**config.mk**
```make
export PLATFORM = sky130hd
export DESIGN_NAME = hash_keyed_value_table
export DESIGN_NICKNAME = d
export VERILOG_FILES = /design/src/design/hkvt_pkg.sv /design/src/design/hkvt_ram.sv /design/src/design/hash_keyed_value_table.sv
export SDC_FILE = /design/constraint.sdc
export NUM_CORES = 2
export LEC_CHECK = 0
export BUFFER_PORTS_ARGS = -buffer_cell sky130_fd_sc_hd__buf_4
export CAP_MARGIN = 20
export CORE_ASPECT_RATIO = 1.25
export CORE_MARGIN = 3
export CORE_UTILIZATION = 45
export CTS_BUF_LIST = sky130_fd_sc_hd__clkbuf_4 sky130_fd_sc_hd__clkbuf_8
export CTS_CLUSTER_DIAMETER = 150
export DETAILED_ROUTE_END_ITERATION = 8
export GPL_TIMING_DRIVEN = 0
export MAX_ROUTING_LAYER = met4
export PLACE_DENSITY = 0.66
export SKIP_CTS_REPAIR_TIMING = 1
export SYNTH_ARGS = -nofsm -noshare
export SYNTH_HDL_FRONTEND = slang
export SYNTH_HIERARCHICAL = 1
export SYNTH_SLANG_ARGS = --single-unit
export TNS_END_PERCENT = 20
```
**constraint.sdc**
```tcl
create_clock -name clk -period 13.1 [get_ports clk]
set_input_delay 1.31 -clock clk [delete_from_list [all_inputs] [get_ports clk]]
set_output_delay 1.31 -clock clk [all_outputs]
set_load 0.02 [all_outputs]
```
**src/design/hkvt_pkg.sv**
```systemverilog
// Package for the hash keyed value table: word types, sizes and codes.
package hkvt_pkg;

	localparam int MAX_ENTRIES = 64;
	localparam int VALUE_BITS  = 32;
	localparam int IDX_W       = (MAX_ENTRIES > 1) ? $clog2(MAX_ENTRIES) : 1;
	localparam int CNT_W       = $clog2(MAX_ENTRIES + 1);
	localparam int HASH_W      = 32;
	localparam int ENTRY_W     = HASH_W + VALUE_BITS;

	localparam logic OP_SET = 1'b0;
	localparam logic OP_GET = 1'b1;

	localparam logic [1:0] ST_OK        = 2'd0;
	localparam logic [1:0] ST_NOT_FOUND = 2'd1;
	localparam logic [1:0] ST_FULL      = 2'd2;

	typedef struct packed {
		logic        opcode;
		logic [7:0]  key_byte;
		logic        last_byte;
		logic [31:0] value_in;
	} in_t;

	typedef struct packed {
		logic [1:0]  status;
		logic [31:0] value_out;
		logic [31:0] key_hash;
	} out_t;

endpackage

```
**src/design/hkvt_ram.sv**
```systemverilog
// Generic single write, single read RAM with registered read data.
module hkvt_ram #(
	parameter int WIDTH = 8,
	parameter int DEPTH = 16
) (
	input  logic                                          clk,
	input  logic                                          we,
	input  logic [((DEPTH > 1) ? $clog2(DEPTH) : 1)-1:0] waddr,
	input  logic [WIDTH-1:0]                              wdata,
	input  logic [((DEPTH > 1) ? $clog2(DEPTH) : 1)-1:0] raddr,
	output logic [WIDTH-1:0]                              rdata
);

	logic [WIDTH-1:0] mem_q [DEPTH];

	always_ff @(posedge clk) begin
		if (we) begin
			mem_q[waddr] <= wdata;
		end
		rdata <= mem_q[raddr];
	end

endmodule

```
**src/design/hash_keyed_value_table.sv**
```systemverilog
// Hash keyed value table: key bytes are folded into a one-at-a-time hash, one word per
// byte; on the word marked last_byte the hash is finalized and the stored entry hashes
// are searched from index 0 upward through a single RAM read port, each entry read in
// S_READ and compared in S_CMP. A set (opcode 0) overwrites the value of the first entry
// with an equal hash or appends a new entry; it fails with status 2 once the table holds
// MAX_ENTRIES entries, even for a stored key. A get (opcode 1) returns the stored value
// with status 0, or status 1 and zero when absent. Entries match by hash alone, so keys
// that collide share one entry. Every last byte yields exactly one result word carrying
// the finalized hash; other bytes yield none. S_IDLE folds each byte that is not the last
// and stays ready for the next; a last byte goes on to S_FINAL, to S_READ and S_CMP for
// each entry compared (up to the match, or every entry on a miss), then to S_RESP. A set
// on a full table, or any key on an empty table, skips the search. The result sits in an
// output register, so the next key's bytes are taken while it waits; the next key's
// result step holds, with the input blocked, only while the previous result has not
// been taken. The table needs no clearing pass: the entry count bounds every search.
module hash_keyed_value_table (
	input  logic           clk,
	input  logic           arst_n,
	input  logic           in_valid,
	output logic           in_ready,
	input  hkvt_pkg::in_t  in_data,
	output logic           out_valid,
	input  logic           out_ready,
	output hkvt_pkg::out_t out_data
);

	typedef enum logic [2:0] {
		S_IDLE,
		S_FINAL,
		S_READ,
		S_CMP,
		S_RESP
	} state_t;

	state_t                           state_q;
	logic [hkvt_pkg::HASH_W-1:0]      acc_q;       // running hash of the current key
	logic [hkvt_pkg::HASH_W-1:0]      hash_q;      // key hash, finalized in S_FINAL
	logic                             op_q;
	logic [hkvt_pkg::VALUE_BITS-1:0]  val_q;
	logic [hkvt_pkg::IDX_W-1:0]       idx_q;       // search position
	logic [hkvt_pkg::CNT_W-1:0]       cnt_q;       // entries in use
	logic [1:0]                       res_status_q;
	logic [hkvt_pkg::VALUE_BITS-1:0]  res_val_q;
	logic                             out_valid_q;
	hkvt_pkg::out_t                   out_q;

	logic                             ram_we;
	logic [hkvt_pkg::IDX_W-1:0]       ram_waddr;
	logic [hkvt_pkg::ENTRY_W-1:0]     ram_wdata;
	logic [hkvt_pkg::ENTRY_W-1:0]     ram_rdata;
	logic [hkvt_pkg::HASH_W-1:0]      rd_hash;
	logic [hkvt_pkg::VALUE_BITS-1:0]  rd_val;
	logic                             in_fire;
	logic [hkvt_pkg::HASH_W-1:0]      mixed;
	logic                             hit;
	logic                             last_entry;
	logic                             cnt_full;
	logic                             cnt_empty;
	logic                             resp_load;   // result moves into the output register

	// one mixing step: add byte, add h<<10, xor h>>6
	function automatic logic [31:0] mix_byte(input logic [31:0] h, input logic [7:0] b);
		logic [31:0] t;
		t = h + {24'd0, b};
		t = t + (t << 10);
		return t ^ (t >> 6);
	endfunction

	// final avalanche: add h<<3, xor h>>11, add h<<15
	function automatic logic [31:0] finalize(input logic [31:0] h);
		logic [31:0] t;
		t = h + (h << 3);
		t = t ^ (t >> 11);
		return t + (t << 15);
	endfunction

	assign in_ready   = (state_q == S_IDLE);
	assign in_fire    = in_valid && in_ready;
	assign mixed      = mix_byte(acc_q, in_data.key_byte);
	assign rd_hash    = ram_rdata[hkvt_pkg::ENTRY_W-1 -: hkvt_pkg::HASH_W];
	assign rd_val     = ram_rdata[hkvt_pkg::VALUE_BITS-1:0];
	assign hit        = (rd_hash == hash_q);
	assign last_entry = (hkvt_pkg::CNT_W'(idx_q) + hkvt_pkg::CNT_W'(1)) == cnt_q;
	assign cnt_full   = (cnt_q == hkvt_pkg::CNT_W'(hkvt_pkg::MAX_ENTRIES));
	assign cnt_empty  = (cnt_q == '0);
	assign resp_load  = (state_q == S_RESP) && (!out_valid_q || out_ready);

	// RAM writes: overwrite on a set hit, append on a set miss
	always_comb begin
		ram_we    = 1'b0;
		ram_waddr = idx_q;
		ram_wdata = {hash_q, val_q};
		case (state_q)
			S_FINAL: begin
				// empty table: append at entry 0 (hash finalized on the fly)
				ram_wdata = {finalize(hash_q), val_q};
				ram_waddr = cnt_q[hkvt_pkg::IDX_W-1:0];
				ram_we    = (op_q == hkvt_pkg::OP_SET) && cnt_empty;
			end
			S_CMP: begin
				if (op_q == hkvt_pkg::OP_SET) begin
					if (hit) begin
						ram_we    = 1'b1;
						ram_waddr = idx_q;
					end else if (last_entry) begin
						ram_we    = 1'b1;
						ram_waddr = cnt_q[hkvt_pkg::IDX_W-1:0];
					end
				end
			end
			default: ram_we = 1'b0;
		endcase
	end

	hkvt_ram #(
		.WIDTH (hkvt_pkg::ENTRY_W),
		.DEPTH (hkvt_pkg::MAX_ENTRIES)
	) u_entries (
		.clk   (clk),
		.we    (ram_we),
		.waddr (ram_waddr),
		.wdata (ram_wdata),
		.raddr (idx_q),
		.rdata (ram_rdata)
	);

	always_ff @(posedge clk or negedge arst_n) begin
		if (!arst_n) begin
			state_q      <= S_IDLE;
			acc_q        <= '0;
			hash_q       <= '0;
			op_q         <= hkvt_pkg::OP_SET;
			val_q        <= '0;
			idx_q        <= '0;
			cnt_q        <= '0;
			res_status_q <= hkvt_pkg::ST_OK;
			res_val_q    <= '0;
			out_valid_q  <= 1'b0;
			out_q        <= '0;
		end else begin
			// output register: a new result replaces a taken one in the same cycle
			if (resp_load) begin
				out_valid_q <= 1'b1;
			end else if (out_valid_q && out_ready) begin
				out_valid_q <= 1'b0;
			end
			case (state_q)
				S_IDLE: begin
					if (in_fire) begin
						if (in_data.last_byte) begin
							acc_q   <= '0;
							hash_q  <= mixed;
							op_q    <= in_data.opcode;
							val_q   <= hkvt_pkg::VALUE_BITS'(in_data.value_in);
							state_q <= S_FINAL;
						end else begin
							acc_q <= mixed;
						end
					end
				end
				S_FINAL: begin
					hash_q    <= finalize(hash_q);
					idx_q     <= '0;
					res_val_q <= '0;
					if (op_q == hkvt_pkg::OP_SET && cnt_full) begin
						res_status_q <= hkvt_pkg::ST_FULL;
						state_q      <= S_RESP;
					end else if (cnt_empty) begin
						if (op_q == hkvt_pkg::OP_SET) begin
							res_status_q <= hkvt_pkg::ST_OK;
							cnt_q        <= cnt_q + hkvt_pkg::CNT_W'(1);
						end else begin
							res_status_q <= hkvt_pkg::ST_NOT_FOUND;
						end
						state_q <= S_RESP;
					end else begin
						state_q <= S_READ;
					end
				end
				S_READ: begin
					state_q <= S_CMP;
				end
				S_CMP: begin
					if (hit) begin
						res_status_q <= hkvt_pkg::ST_OK;
						if (op_q == hkvt_pkg::OP_GET) begin
							res_val_q <= rd_val;
						end
						state_q <= S_RESP;
					end else if (last_entry) begin
						if (op_q == hkvt_pkg::OP_SET) begin
							res_status_q <= hkvt_pkg::ST_OK;
							cnt_q        <= cnt_q + hkvt_pkg::CNT_W'(1);
						end else begin
							res_status_q <= hkvt_pkg::ST_NOT_FOUND;
						end
						state_q <= S_RESP;
					end else begin
						idx_q   <= idx_q + hkvt_pkg::IDX_W'(1);
						state_q <= S_READ;
					end
				end
				S_RESP: begin
					if (resp_load) begin
						out_q.status    <= res_status_q;
						out_q.value_out <= 32'(res_val_q);
						out_q.key_hash  <= hash_q;
						state_q         <= S_IDLE;
					end
				end
				default: state_q <= S_IDLE;
			endcase
		end
	end

	assign out_valid = out_valid_q;
	assign out_data  = out_q;

	a_cnt_bound: assert property (@(posedge clk) disable iff (!arst_n)
		cnt_q <= hkvt_pkg::CNT_W'(hkvt_pkg::MAX_ENTRIES))
		else $error("entry count beyond table size");

	a_cnt_step: assert property (@(posedge clk) disable iff (!arst_n)
		(cnt_q != $past(cnt_q)) |->
			(cnt_q == $past(cnt_q) + hkvt_pkg::CNT_W'(1)) && ($past(op_q) == hkvt_pkg::OP_SET))
		else $error("entry count changed other than by one append");

	a_read_in_range: assert property (@(posedge clk) disable iff (!arst_n)
		(state_q == S_READ) |-> (hkvt_pkg::CNT_W'(idx_q) < cnt_q))
		else $error("search reads an unused entry");

	a_full_only_set: assert property (@(posedge clk) disable iff (!arst_n)
		(state_q == S_RESP && res_status_q == hkvt_pkg::ST_FULL) |->
			(op_q == hkvt_pkg::OP_SET && cnt_full))
		else $error("full status without a set on a full table");

	a_no_write_idle: assert property (@(posedge clk) disable iff (!arst_n)
		ram_we |-> (state_q == S_FINAL || state_q == S_CMP) && op_q == hkvt_pkg::OP_SET)
		else $error("entry write outside a set");

endmodule

```
### Yosys cells after proc, flatten, opt, wreduce, memory -nomap -nowiden

Memory sizes are Yosys's and may differ from the RTL's. A register that Yosys moved wholly into a read port is not among the register bits.
Cells that the tools add are included.

| storage, ports and cells | value |
|---|---|
| RAM bits | 4096 |
| register bits | 214 |
| output and inout bits | 68 |
| memories | 1 |
| word-level logic and storage cells | 107 |

Memory list:

| memory | depth | width | read ports | clocked after Yosys merged registers in | wr ports | line | source |
|---|---|---|---|---|---|---|---|
| u_entries.mem_q | 64 | 64 | 1 | 1 | 1 | hkvt_ram.sv:14 | `logic [WIDTH-1:0] mem_q [DEPTH];` |

| cells by class | value |
|---|---|
| add/subtract/negate cells | 7 |
| equal/unequal tests | 19 |
| mux-type cells | 43 |
| reductions and logical operators | 21 |
| bitwise operators | 3 |

Operator list:

| kind | number |
|---|---|
| 32-bit 2-to-1 mux | 5 |
| 32-bit case mux with 2 select lines | 2 |
| 32-bit adder | 3 |
| 64-bit 2-to-1 mux | 1 |
| 7-bit 2-to-1 mux | 5 |
| 32-bit by 8-bit adder with 32-bit output | 1 |
| 32-bit equality test | 1 |
| 32-bit by 21-bit XOR with 32-bit output | 1 |
| 32-bit by 26-bit XOR with 32-bit output | 1 |
| 6-bit 2-to-1 mux | 5 |
| 6-bit case mux with 2 select lines | 2 |
| 3-bit 2-to-1 mux | 7 |
| 3-bit AND reduction | 6 |
| 2-bit inequality test, second input constant | 8 |
| 3-bit case mux with 5 select lines | 1 |
| 7-bit case mux with 2 select lines | 1 |
| 1-bit 2-to-1 mux | 8 |
| 2-bit 2-to-1 mux | 4 |
| 6-bit by 1-bit adder with 7-bit output, second input constant | 1 |
| 7-bit by 1-bit adder with 7-bit output, second input constant | 1 |
| 7-bit equality test | 1 |
| 7-bit equality test, second input constant | 1 |
| 7-bit logical NOT | 1 |
| 6-bit by 1-bit adder with 6-bit output, second input constant | 1 |
| 15 further kinds | 25 |

### Longest topological paths before layout

| depth | value |
|---|---|
| depth after elaboration | 8 |
| depth in mapped cells | 26 |
| depth with buffers taken out | 26 |

### Hierarchy

Netlist, hierarchy kept.

By module, submodules not included:

| module | seq. area each (um^2) | cells an instance | area each (um^2) | times used |
|---|---|---|---|---|
| hkvt_ram | 124279.2 | 6598 | 156348.7 | 1 |
| hash_keyed_value_table | 5355.1 | 1544 | 13631.8 | 1 |

### Worst setup path after synthesis

OpenSTA, ideal clock, no wires.

| path | value |
|---|---|
| path kind | register -> register |
| start | register hash_q[8] (netlist bit) |
| end | memory u_entries/mem_q[0][60] (netlist bit), data pin |
| period minus slack after synthesis | 7.782 ns |
| path slack | 5.318 ns |
| cell stages (with the launch flop) | 24 |
| library setup time | 0.702 ns |
| arrival time | 7.081 ns |
| path through | dfrtp_1 -> ha_1 -> a21oi_1 -> o21ai_1 -> a221o_1 -> a21oi_4 -> o21ai_0 -> a311o_1 -> a21oi_1 -> o21ai_0 -> xor2_1 -> xor2_1 -> ha_1 -> a21o_1 -> a21oi_1 -> o21bai_1 -> a21oi_1 -> o21a_1 -> maj3_1 -> nand2_1 -> a31o_2 -> a21oi_1 -> xor2_1 -> o21ai_0 |

| between the ends | value |
|---|---|
| cells in the longest elaborated chain, start to end | 4 |

RTL lines:

| what | line | source |
|---|---|---|
| start, declared | hash_keyed_value_table.sv:37 | `logic [hkvt_pkg::HASH_W-1:0] hash_q;` |
| start signal, assigned | hash_keyed_value_table.sv:152 | `hash_q <= mixed;` |
| start signal, assigned | hash_keyed_value_table.sv:162 | `hash_q <= finalize(hash_q);` |
| 32-bit adder | hash_keyed_value_table.sv:72 | `t = h + (h << 3);` |
| 32-bit by 21-bit XOR with 32-bit output | hash_keyed_value_table.sv:73 | `t = t ^ (t >> 11);` |
| 32-bit adder | hash_keyed_value_table.sv:74 | `return t + (t << 15);` |
| 64-bit 2-to-1 mux | hash_keyed_value_table.sv:93 | `case (state_q)` |
| named net ram_wdata, one bit | hash_keyed_value_table.sv:49 | `logic [hkvt_pkg::ENTRY_W-1:0] ram_wdata;` |
| end, declared | hkvt_ram.sv:14 |  |

The timed path passes the listed nets, and every way through them passes these cells.

### Worst setup path after layout

| path | value |
|---|---|
| start | register hash_q[1] (netlist bit) |
| end | memory u_entries/mem_q[58][62] (netlist bit), data pin |

Same word-level chain as after synthesis.

==> summary.md <==
| Metric | Value |
|---|---|
| Die X | `between 500 and 600 um` |
| Pre-antenna DRT Iters | `8` |
| Hpwl dp | `around 370000 um` |
| Crit path max fanout | `36` |
| Asr flop ratio synth | `4.893%` |
| Compound-Gate Fraction of Synth Area | `3.620%` |
| Most used DFF post-synth | `edfxtp_1` |
| Final net count | `9338` |
| Vias | `92110` |
| Simple-gate share of the synthesized area | `under 10%` |
| Pre-CTS WS | `~5.7 ns` |
| Largest net degree at the start of global routing | `around 110` |
| Mapped Area | `approximately 170000 um2` |
| H-tree depth | `6` |
| Synth Net Count | `a little over 8000` |
| DP Area | `183800 um2` |
| Initial Util | `a little under half` |
| Vias in the first global route | `92160` |
| DRT Wirelength | `~530000 um` |
| DRT antenna net count | `0` |
| Period utilization | `a little under three fifths` |
| Post-synth EDFFs | `between 4000 and 5000` |
| Share of post-route cells with drive strength above 1 | `a little over 30%` |
| Synth Register Bits | `between 4000 and 5000` |
| Area of the multi-input gates | `about 39000 um2` |
| Synthesis Warnings | `6` |
| Peak VDD IR | `approximately 0.33 mV` |
| HP Class | `in -> async` |
| Num CTS Buffers | `roughly 650` |
| Reg clk slew, reported paths | `around 0.06 ns` |
| Skew final | `between 0.06 and 0.07 ns` |
| CTS Root Buffer Type | `clkbuf_8` |
| Post-layout instance area | `approximately 200000 um2` |
| Fillcell total | `between 20000 and 30000` |
| Mux contribution to synthesized area | `between 10% and 20%` |
| FF+latch area | `129700 um2` |
| CTS tree | `done` |
| Syn_area_per_cell | `roughly 21 um2` |
| FMAX | `roughly 0.13 GHz` |
| Post-synthesis cell count | `approximately 8100` |
| IO Pins | `roughly 110` |
| Final Setup Violations | `0` |
| Residual overflow from global routing | `0` |
| Outcome | `finished clean` |
| R2R Setup Slk | `5.67 ns` |
| WP data arrival | `~8.3 ns` |
| Row cnt | `about 250` |
| Yosys cell types | `between 80 and 90` |
| Nature of the critical path endpoint | `flip-flop` |
| Required @ worst endpoint | `roughly 14 ns` |
| Post-route DRC | `0` |
| Final Hold Viols | `0` |
| First-pass GRT wire length | `729800 um` |
| Power per cell area | `between 200 and 250 nW/um2` |
| Adder-cell share of the synthesized area | `less than 1%` |
| Pin slew with the least headroom to its limit | `about 1.3 ns` |
| Min setup slack post-route | `between 5 and 6 ns` |
| Core box area | `around 370000 um2` |
| Hold Slack | `around 0.019 ns` |
| Leakage | `around 63 nW` |
| Max_cap viols | `0` |
| Port Buf Inserts | `112` |
| Synth Area in XOR/XNOR | `less than 1%` |
| Critical path launch point type | `flip-flop` |
| Avg WL per Cell | `about 36 um` |
| DR iter-0 viols | `between 10000 and 15000` |
| Slew headroom | `16.36%` |
| Layout Area Growth over Synthesis | `15.94%` |
| Die footprint | `around 390000 um2` |
| Latest clock arrival within the worst-skew pair | `1.11 ns` |
| Longest Clk Path Bufs | `4` |
| Total track usage | `28.14%` |
| Unrepaired setup endpoints after global routing | `no` |
| Fin util | `52.55%` |
| Antenna violations before repair | `38` |
| Gpl congestion | `between 0.9 and 1` |
| Final min period | `about 7.4 ns` |
| Die height | `693.1 um` |
| Class of the most critical setup path | `reg -> reg` |
| Sequential share of the synthesized area | `76.26%` |
| Vias per cell | `~6.2` |
| Largest family of logic cells by synthesized area | `multiplexers` |
| CTS sink count | `around 4400` |
| Max Slew Vio Count | `0` |
[worst paths after layout]
kind / from / to / cells past startpoint
setup / recovery: hash_q[1] / u_entries/mem_q[58][62] / 24
hold / removal: arst_n / acc_q[0] / 1
setup reg to reg: hash_q[1] / u_entries/mem_q[58][62] / 24
hold reg to reg: u_entries/rdata[13] / res_val_q[13] / 2
max in group asynchronous: arst_n / out_data[46] / 2
min in group clk: in_data[29] / val_q[29] / 3
[final cells by class]
class                   instances  share of cell area, %
plain buffers                 435                  1.034
repair buffers                422                  3.538
inverters                      82                 0.1562
diodes                         78                0.09905
well taps                    4933                  3.132
clock inverters               241                 0.8743
flip-flops and latches       4374                  65.80
multi-input cells            3251                  19.63
clock buffers                 924                  5.736
[report_power, final]
group | internal (mW) | switching (mW)
Sequential | 19.5 | 0.856
Clock | 5.91 | 5.24
Combinational | 5.37 | 10.8
[cell usage after synthesis (19+ instances only)]
cell / count / share of area, %
xnor2_1: 90 / 0.46
and3_1: 84 / 0.31
a211oi_1: 74 / 0.33
a22o_1: 99 / 0.51
edfxtp_1: 4096 / 72
buf_1: 23 / 0.051
nand2b_1: 26 / 0.096
a41oi_1: 27 / 0.14
o21ai_0: 156 / 0.46
a22oi_1: 170 / 0.75
a31oi_1: 29 / 0.11
a21o_1: 23 / 0.10
buf_2: 177 / 0.52
o221ai_1: 40 / 0.21
mux4_2: 1024 / 14
xor2_1: 91 / 0.47
clkbuf_1: 195 / 0.43
mux2i_1: 141 / 0.83
or2_2: 32 / 0.12
a2bb2oi_1: 19 / 0.098
nand3_1: 103 / 0.30
nor2_1: 187 / 0.41
ha_1: 74 / 0.54
inv_1: 81 / 0.18
buf_4: 34 / 0.15
dfrtp_1: 214 / 3.2
or3_1: 33 / 0.12
o22ai_1: 86 / 0.32
a21oi_1: 73 / 0.21
nand2_1: 348 / 0.77
nor2b_1: 36 / 0.13
dfxtp_1: 64 / 0.75
mux2_2: 37 / 0.25
[stage by stage]
stage | total power, mW | TNS [ns] | cells
final | 47.65 | 0 | 14740
after global routing | 49.28 | 0 | 14730
after CTS | 47.67 | 0 | 14660
after detailed placement | 36.63 | 0 | 13500
after global placement | 35.54 | -376.85 | 13190
after floorplan | 29.32 | 0 | 8142
[worst max-delay path: stages (launching register included)]
cell       delay [ns]
dfrtp_1          0.64
inv_1            0.33
fa_1             0.54
nor2b_1          0.18
o31a_2           0.19
o2111ai_1        0.20
and3_1           0.27
nor4_2           0.38
o41a_1           0.27
xor2_1           0.37
xor2_1           0.48
ha_1             0.33
a21o_1           0.16
a21oi_1          0.24
o21bai_1         0.10
a21oi_1          0.23
o21a_1           0.21
maj3_1           0.20
nand2_1          0.08
a21o_1           0.19
a31oi_1          0.20
xor2_1           0.18
o21ai_4          0.64
buf_12           0.26
buf_12           0.24
[logic make-up after synthesis]
family | Yosys count
adders and majority gates | 80
AOI/OAI and AO/OA | 869
DFF | 4374
buffers and inverters | 517
xor gates and xnor gates | 183
muxes | 1202
and+or+nand+nor | 917
[placed cells by master, fill, tap and decap left out, types with 74 or more instances in the layout]
cell,Yosys,routed
buf_2,177,177
nand3_1,103,102
nand2_1,348,328
mux4_2,1024,1024
ha_1,74,74
buf_12,0,237
edfxtp_1,4096,4096
dfrtp_1,214,182
a22oi_1,170,170
a22o_1,99,99
xor2_1,91,91
o21ai_0,156,151
xnor2_1,90,87
clkinv_1,0,117
mux2i_1,141,141
inv_1,81,81
nor2_1,187,123
clkbuf_4,0,226
buf_4,34,150
a211oi_1,74,74
diode_2,0,78
clkbuf_1,195,187
clkbuf_8,0,698
and3_1,84,84
o22ai_1,86,86
[routing by layer]
layer,GRT usage (%),up-vias,wire length [um]
met5,-,-,0
met3,6.049,1343,54800
met4,16.40,0,37340
li1,-,36170,-
met1,32.91,48740,176500
met2,45.13,5852,261200
[flip-flops by register name, indices dropped and copies added, names as in the netlist]
name,cells
u_entries/mem_q,4096
hash_q,32
u_entries/rdata,64
state_q,3
cnt_q,7
op_q,1
out_data,66
acc_q,32
val_q,32
res_val_q,32
res_status_q,2
out_valid,1
idx_q,6
No activity file was read; power rests on OpenSTA's default activity.
